File: src/sv/lcdnw_pkg.sv
`timescale 1ns / 1ps

package lcdnw_pkg;

    localparam int REQ_W    = 2;
    localparam int VALUE_W  = 8;
    localparam int NIBBLE_W = 4;
    localparam int HOLD_W   = 11;
    localparam int PC_W     = 4;
    localparam int PHASE_W  = 2;

    localparam logic [REQ_W-1:0] REQ_CMD  = 2'd0;
    localparam logic [REQ_W-1:0] REQ_DATA = 2'd1;
    localparam logic [REQ_W-1:0] REQ_POS  = 2'd2;
    localparam logic [REQ_W-1:0] REQ_INIT = 2'd3;

    localparam logic [HOLD_W-1:0] HOLD_SHORT = 11'd1;
    localparam logic [HOLD_W-1:0] HOLD_BYTE  = 11'd50;
    localparam logic [HOLD_W-1:0] HOLD_CLEAR = 11'd1600;

    localparam logic [PHASE_W-1:0] PHASE_LAST = 2'd3;

    // program addresses
    localparam logic [PC_W-1:0] PC_CMD   = 4'd0;
    localparam logic [PC_W-1:0] PC_DATA  = 4'd1;
    localparam logic [PC_W-1:0] PC_POS   = 4'd2;
    localparam logic [PC_W-1:0] PC_INIT  = 4'd3;
    localparam logic [PC_W-1:0] PC_LAST  = 4'd9;

    typedef enum logic [1:0] {
        SRC_VALUE,
        SRC_POS,
        SRC_CONST
    } src_t;

    typedef enum logic [1:0] {
        SEQ_NEXT,
        SEQ_END,
        SEQ_END_IF_ZERO
    } seq_t;

    typedef struct packed {
        src_t               src;
        logic               rs;
        logic [VALUE_W-1:0] const_byte;
        seq_t               seq;
    } ctrl_t;

    function automatic ctrl_t ucode_rom(input logic [PC_W-1:0] pc);
        ctrl_t w;
        w = '{src: SRC_CONST, rs: 1'b0, const_byte: 8'h00, seq: SEQ_END};
        case (pc)
            PC_CMD:  w = '{src: SRC_VALUE, rs: 1'b0, const_byte: 8'h00, seq: SEQ_END};
            PC_DATA: w = '{src: SRC_VALUE, rs: 1'b1, const_byte: 8'h00, seq: SEQ_END};
            PC_POS:  w = '{src: SRC_POS,   rs: 1'b0, const_byte: 8'h00, seq: SEQ_END};
            PC_INIT: w = '{src: SRC_CONST, rs: 1'b0, const_byte: 8'h33, seq: SEQ_NEXT};
            4'd4: w = '{src: SRC_CONST, rs: 1'b0, const_byte: 8'h32, seq: SEQ_NEXT};
            4'd5: w = '{src: SRC_CONST, rs: 1'b0, const_byte: 8'h28, seq: SEQ_NEXT};
            4'd6: w = '{src: SRC_CONST, rs: 1'b0, const_byte: 8'h0F, seq: SEQ_NEXT};
            4'd7: w = '{src: SRC_CONST, rs: 1'b0, const_byte: 8'h01, seq: SEQ_NEXT};
            4'd8: w = '{src: SRC_CONST, rs: 1'b0, const_byte: 8'h06,
                        seq: SEQ_END_IF_ZERO};
            PC_LAST: w = '{src: SRC_POS,   rs: 1'b0, const_byte: 8'h00, seq: SEQ_END};
            default: w = '{src: SRC_CONST, rs: 1'b0, const_byte: 8'h00, seq: SEQ_END};
        endcase
        return w;
    endfunction

endpackage

File: src/sv/char_lcd_nibble_writer.sv
`timescale 1ns / 1ps
// char_lcd_nibble_writer: turns LCD requests into 4-bit bus pin steps.
// Input channel (s_valid/s_ready): a request of type command byte, data
// byte, cursor position or init sequence, with its 8-bit value.
// Output channel (m_valid/m_ready): one pin step per result (register
// select, enable, nibble, hold time in us), m_last on the final step.
// A byte request gives 4 steps, init gives 24, or 28 with a position.
// A small microcode table holds one control word per byte; a 2-bit phase
// counter walks the four pin steps of that byte, one step per cycle while
// m_ready is high. An accepted request is first registered in the
// sequencer, then its first step is loaded into the output register;
// the next request is taken as soon as the last step is loaded into the
// output register.
// When the receiver stalls, the output register holds its step and the
// sequencer waits. Reset (synchronous, aresetn low) drops any request in
// flight and clears m_valid; s_ready is high after reset.
module char_lcd_nibble_writer (
    input  logic                          aclk,
    input  logic                          aresetn,
    input  logic                          s_valid,
    output logic                          s_ready,
    input  logic [lcdnw_pkg::REQ_W-1:0]   s_req_type,
    input  logic [lcdnw_pkg::VALUE_W-1:0] s_value,
    output logic                          m_valid,
    input  logic                          m_ready,
    output logic                          m_reg_select,
    output logic                          m_enable,
    output logic [lcdnw_pkg::NIBBLE_W-1:0] m_nibble,
    output logic [lcdnw_pkg::HOLD_W-1:0]  m_hold_us,
    output logic                          m_last
);
    import lcdnw_pkg::*;

    logic                busy_reg, busy_next;
    logic [PC_W-1:0]     pc_reg, pc_next;
    logic [PHASE_W-1:0]  phase_reg, phase_next;
    logic [VALUE_W-1:0]  value_reg, value_next;

    logic                m_valid_reg, m_valid_next;
    logic                m_rs_reg, m_rs_next;
    logic                m_en_reg, m_en_next;
    logic [NIBBLE_W-1:0] m_nib_reg, m_nib_next;
    logic [HOLD_W-1:0]   m_hold_reg, m_hold_next;
    logic                m_last_reg, m_last_next;

    ctrl_t               cw;
    logic [VALUE_W-1:0]  byte_sel;
    logic                byte_end;
    logic                step_go;
    logic [PC_W-1:0]     entry_pc;

    assign s_ready = !busy_reg;
    assign cw      = ucode_rom(pc_reg);
    assign step_go = busy_reg && (!m_valid_reg || m_ready);

    always_comb begin
        case (s_req_type)
            REQ_CMD:  entry_pc = PC_CMD;
            REQ_DATA: entry_pc = PC_DATA;
            REQ_POS:  entry_pc = PC_POS;
            REQ_INIT: entry_pc = PC_INIT;
            default:  entry_pc = PC_CMD;
        endcase
    end

    always_comb begin
        case (cw.src)
            SRC_VALUE: byte_sel = value_reg;
            SRC_POS:   byte_sel = {1'b1, value_reg[VALUE_W-2:0]};
            SRC_CONST: byte_sel = cw.const_byte;
            default:   byte_sel = cw.const_byte;
        endcase
        case (cw.seq)
            SEQ_NEXT:        byte_end = 1'b0;
            SEQ_END:         byte_end = 1'b1;
            SEQ_END_IF_ZERO: byte_end = (value_reg == '0);
            default:         byte_end = 1'b1;
        endcase
    end

    always_comb begin
        busy_next    = busy_reg;
        pc_next      = pc_reg;
        phase_next   = phase_reg;
        value_next   = value_reg;
        m_valid_next = m_valid_reg;
        m_rs_next    = m_rs_reg;
        m_en_next    = m_en_reg;
        m_nib_next   = m_nib_reg;
        m_hold_next  = m_hold_reg;
        m_last_next  = m_last_reg;

        if (m_valid_reg && m_ready) begin
            m_valid_next = 1'b0;
        end

        if (s_valid && s_ready) begin
            busy_next  = 1'b1;
            pc_next    = entry_pc;
            phase_next = '0;
            value_next = s_value;
        end

        if (step_go) begin
            m_valid_next = 1'b1;
            m_rs_next    = cw.rs;
            m_en_next    = !phase_reg[0];
            m_nib_next   = phase_reg[1] ? byte_sel[NIBBLE_W-1:0]
                                        : byte_sel[VALUE_W-1:NIBBLE_W];
            case (phase_reg)
                2'd1:       m_hold_next = cw.rs ? HOLD_SHORT : HOLD_BYTE;
                PHASE_LAST: m_hold_next = cw.rs ? HOLD_BYTE : HOLD_CLEAR;
                default:    m_hold_next = HOLD_SHORT;
            endcase
            m_last_next = (phase_reg == PHASE_LAST) && byte_end;
            phase_next  = phase_reg + 2'd1;
            if (phase_reg == PHASE_LAST) begin
                if (byte_end) begin
                    busy_next = 1'b0;
                end else begin
                    pc_next = pc_reg + 4'd1;
                end
            end
        end
    end

    always_ff @(posedge aclk) begin
        if (!aresetn) begin
            busy_reg    <= 1'b0;
            pc_reg      <= '0;
            phase_reg   <= '0;
            m_valid_reg <= 1'b0;
        end else begin
            busy_reg    <= busy_next;
            pc_reg      <= pc_next;
            phase_reg   <= phase_next;
            m_valid_reg <= m_valid_next;
        end
    end

    always_ff @(posedge aclk) begin
        value_reg  <= value_next;
        m_rs_reg   <= m_rs_next;
        m_en_reg   <= m_en_next;
        m_nib_reg  <= m_nib_next;
        m_hold_reg <= m_hold_next;
        m_last_reg <= m_last_next;
    end

    assign m_valid      = m_valid_reg;
    assign m_reg_select = m_rs_reg;
    assign m_enable     = m_en_reg;
    assign m_nibble     = m_nib_reg;
    assign m_hold_us    = m_hold_reg;
    assign m_last       = m_last_reg;

    // last step of a request is always an enable-low step
    a_last_en_low: assert property (@(posedge aclk) disable iff (!aresetn)
        m_valid_reg && m_last_reg |-> !m_en_reg)
        else $error("last step with enable high");

    // closing step of a request carries the byte hold for data, the clear hold for commands
    a_last_hold: assert property (@(posedge aclk) disable iff (!aresetn)
        m_valid_reg && m_last_reg |->
            ((m_rs_reg && m_hold_reg == HOLD_BYTE) ||
             (!m_rs_reg && m_hold_reg == HOLD_CLEAR)))
        else $error("bad hold on last step");

    // program counter stays inside the microcode
    a_pc_range: assert property (@(posedge aclk) disable iff (!aresetn)
        busy_reg |-> pc_reg <= PC_LAST)
        else $error("microcode address out of range");

    // idle sequencer sits on the first phase of a byte
    a_idle_phase: assert property (@(posedge aclk) disable iff (!aresetn)
        !busy_reg |-> phase_reg == '0)
        else $error("phase not aligned while idle");

    // an accepted request always starts the sequencer
    a_start: assert property (@(posedge aclk) disable iff (!aresetn)
        s_valid && s_ready |=> busy_reg && phase_reg == '0)
        else $error("request accepted without start");

endmodule
File: config.mk
export PLATFORM = sky130hd
export DESIGN_NAME = char_lcd_nibble_writer
export DESIGN_NICKNAME = d
export VERILOG_FILES = /design/src/sv/lcdnw_pkg.sv /design/src/sv/char_lcd_nibble_writer.sv
export SDC_FILE = /design/constraint.sdc
export NUM_CORES = 1
export LEC_CHECK = 0
export BUFFER_PORTS_ARGS = -buffer_cell sky130_fd_sc_hd__buf_4
export CORE_MARGIN = 2
export CORE_UTILIZATION = 39
export CTS_CLUSTER_SIZE = 8
export DETAILED_ROUTE_END_ITERATION = 7
export GPL_TIMING_DRIVEN = 0
export PLACE_DENSITY = 0.68
export SYNTH_ARGS = -nofsm -noshare
export SYNTH_HDL_FRONTEND = slang
export SYNTH_SLANG_ARGS = --single-unit
File: constraint.sdc
create_clock -name aclk -period 4.15 [get_ports aclk]
set_input_delay 0.2075 -clock aclk [delete_from_list [all_inputs] [get_ports aclk]]
set_output_delay 0.2075 -clock aclk [all_outputs]
set_load 0.05 [all_outputs]
==> flow_summary.json <==
{
  "instances_no_fill": 229,
  "grt_max_degree": 13,
  "vias": 1132,
  "drt-initial-drc-count": 73,
  "max_stage_delay_ns": 0.48,
  "slowest_stage": "a221o_2",
  "syn_area_per_cell_um2": 12.0,
  "crit_path_end_kind": "flop",
  "async_flop_share_pct": 0,
  "drv_cap": 0,
  "internal-power_mw": 0.554,
  "dp_hpwl_mm": 2.38,
  "grt_pass1_vias": 1123,
  "synthesis.area_um2": 1670,
  "arrival_ns": 2.67,
  "crit_required_ns": 4.35,
  "clk_pin_slew_worst_paths_ns": 0.07,
  "ys_top_cells_by_area": "edfxtp_1, dfxtp_1, ha_1",
  "grt-ovfl-total": 0,
  "drt-pass1-iter-count": 4,
  "synth_commonest_cells": "dfxtp_1, edfxtp_1, inv_1, buf_4",
  "wl_mm": 3.04,
  "setup_ws_ns": 1.68,
  "crit_top_cell": "ha_1",
  "place_area_um2": 1960,
  "fin_crit_sh_pct": 59.5,
  "fin_setup_tns_ns": 0,
  "antenna_cells": 0,
  "antenna_found_initial": 0,
  "hold_path_class": "primary input to flop",
  "dieHeight_um": 69.4,
  "yosysMostFrequentCell": "dfxtp_1",
  "p_sw_share_pct": 26.7,
  "syn_to_final_growth_pct": 22.3,
  "cts_setup_buffers": 0,
  "port_buffers": 29,
  "finalClockSkew_ns": 0.00413,
  "cts_buffer_depth": 2,
  "ctsResizeCount": 0,
  "clockPowerShare_pct": 30.8,
  "finalHoldViolations": 0,
  "yosysTopAreaCell": "edfxtp_1",
  "via_per_inst": 4.94,
  "rsz0062_at_grt": "no",
  "synthFlopType": "dfxtp_1",
  "netlist_instances": 139,
  "grt_first_pass_wirelength_mm": 5.06,
  "p_per_area_nw_per_um2": 370,
  "clock-root-buffer": "clkbuf_8",
  "crit_fanout": 7,
  "grt_use_total_pct": 13.6,
  "net-switching-power_mw": 0.202,
  "max_freq_mhz": 405,
  "drive_above_1_share_pct": 31.8,
  "crit_type": "flop to flop",
  "synth_seq_cells": 37,
  "synth-edff-count": 18,
  "die-area_um2": 4820,
  "ys.warnings.count": 0,
  "place_inst": 221,
  "cts_sinks": 37,
  "p_leak_nw": 0.870,
  "rows": 23,
  "place_ws_ns": 1.71,
  "power_frac_seq_pct": 54.4,
  "start_kind": "flop",
  "gp_congestion": 0.817,
  "status": "finished clean",
  "drtAntennaViolNets": 0,
  "fin_area_um2": 2040,
  "fin_crit_ns": 2.47,
  "drc": 0,
  "peakVddDrop_v": 0.000110,
  "path_cells": "ha_1, nand4b_4, or2_1, a221o_2, inv_1, ha_1, a21oi_1, o31ai_1",
  "cts_tree": "done",
  "largest_reg_flops": 11,
  "core-area_um2": 4060,
  "cts_buffers": 5,
  "htree_levels": 2,
  "netlist.area_leader.share_pct": 32.4,
  "nets": 200,
  "finalSetupViolations": 0,
  "yosysUniqueCellTypes": 42,
  "clock_latency_ns": 0.29,
  "ys_seq_area_share_pct": 55.1,
  "detail_route.wl_per_cell_um": 13.3,
  "num_io_pins": 34,
  "floorplan.initialDensity_pct": 41.2,
  "hold_buffers": 0,
  "die_w_um": 69.4,
  "slew_viol_final": 0,
  "combPwrFrac_pct": 14.8
}
[worst max-delay path: cells and delay by family, from the launching register on]
kind / cells / cell delay, ns
buf+inv: 1 / 0.12
flops: 1 / 0.44
simple gates: 2 / 0.47
fa+ha+maj: 2 / 0.56
compound gates: 3 / 0.79
[cells by family (layout without fill, tap and decap cells)]
| kind of cell | count (synthesis) | count (layout) | share of synthesized area [%] |
|---|---|---|---|
| multiplexers | 6 | 6 | 5.39 |
| AO/OA/AOI/OAI | 26 | 26 | 11.4 |
| XOR/XNOR | 1 | 1 | 0.524 |
| AND/OR/NAND/NOR | 37 | 37 | 13.7 |
| buffers and inverters | 23 | 60 | 7.64 |
| flip-flops | 37 | 37 | 55.1 |
| other | 1 | 4 | 0.225 |
| adder cells (fa/ha/maj) | 8 | 8 | 5.99 |
[per-stage QoR]
step	total power, mW	hold slack (ns)	util [%]
detailed placement	0.532	0.387	48.4
CTS	0.762	0.0845	50.4
floorplan	0.497	0.306	-
finish	0.756	0.0908	50.4
global placement	0.528	0.386	48.4
global route	0.788	0.0747	50.4
[cell type report]
cell class | instances | area, um2
inverters | 12 | 45.0
flip-flops and latches | 37 | 921
clock inverters | 3 | 12.5
repair buffers | 29 | 218
clock buffers | 5 | 68.8
plain buffers | 11 | 82.6
fillers | 361 | 2010
well taps | 50 | 62.6
multi-input cells | 82 | 633
[path summary, 6_finish.rpt]
kind	startpoint	to	slack [ns]	cells after the start
setup reg to reg	phase_reg[1]	cw[3]	1.68	8
hold reg to reg	cw[10]	m_reg_select	0.52	0
hold / removal	s_value[5]	value_reg[5]	0.09	1
setup / recovery	phase_reg[1]	cw[3]	1.68	8
[power groups by stage]
stage	Sequential (mW)	Clock (mW)	Combinational, mW
final	0.411	0.233	0.112
after global routing	0.413	0.255	0.120
after CTS	0.411	0.238	0.113
after detailed placement	0.419	0	0.113
after global placement	0.418	0	0.110
after floorplan	0.440	0	0.0568
[layer usage]
metal  global-route usage [%]  wire (um)  vias to the layer above
met5                        0          0                        -
met4                     6.54         64                        0
met3                     5.38        171                        6
met2                     23.5       1620                       29
met1                     14.2       1180                      538
li1                         -          -                      559
[layout by cell type, fill, tap and decap left out, drive strengths merged, types with 2 or more instances in the layout]
cell	instances
buf	39
dfxtp	19
edfxtp	18
inv	12
nand2	8
nor2	8
ha	8
a21oi	7
o21ai	7
clkbuf	6
nand3	5
conb	4
o31ai	3
nor3	3
mux2i	3
clkinv	3
nand2b	2
o21a	2
mux4	2
nor3b	2
nor4	2
or2	2
a311oi	2
(Power assumes the default switching activity.)
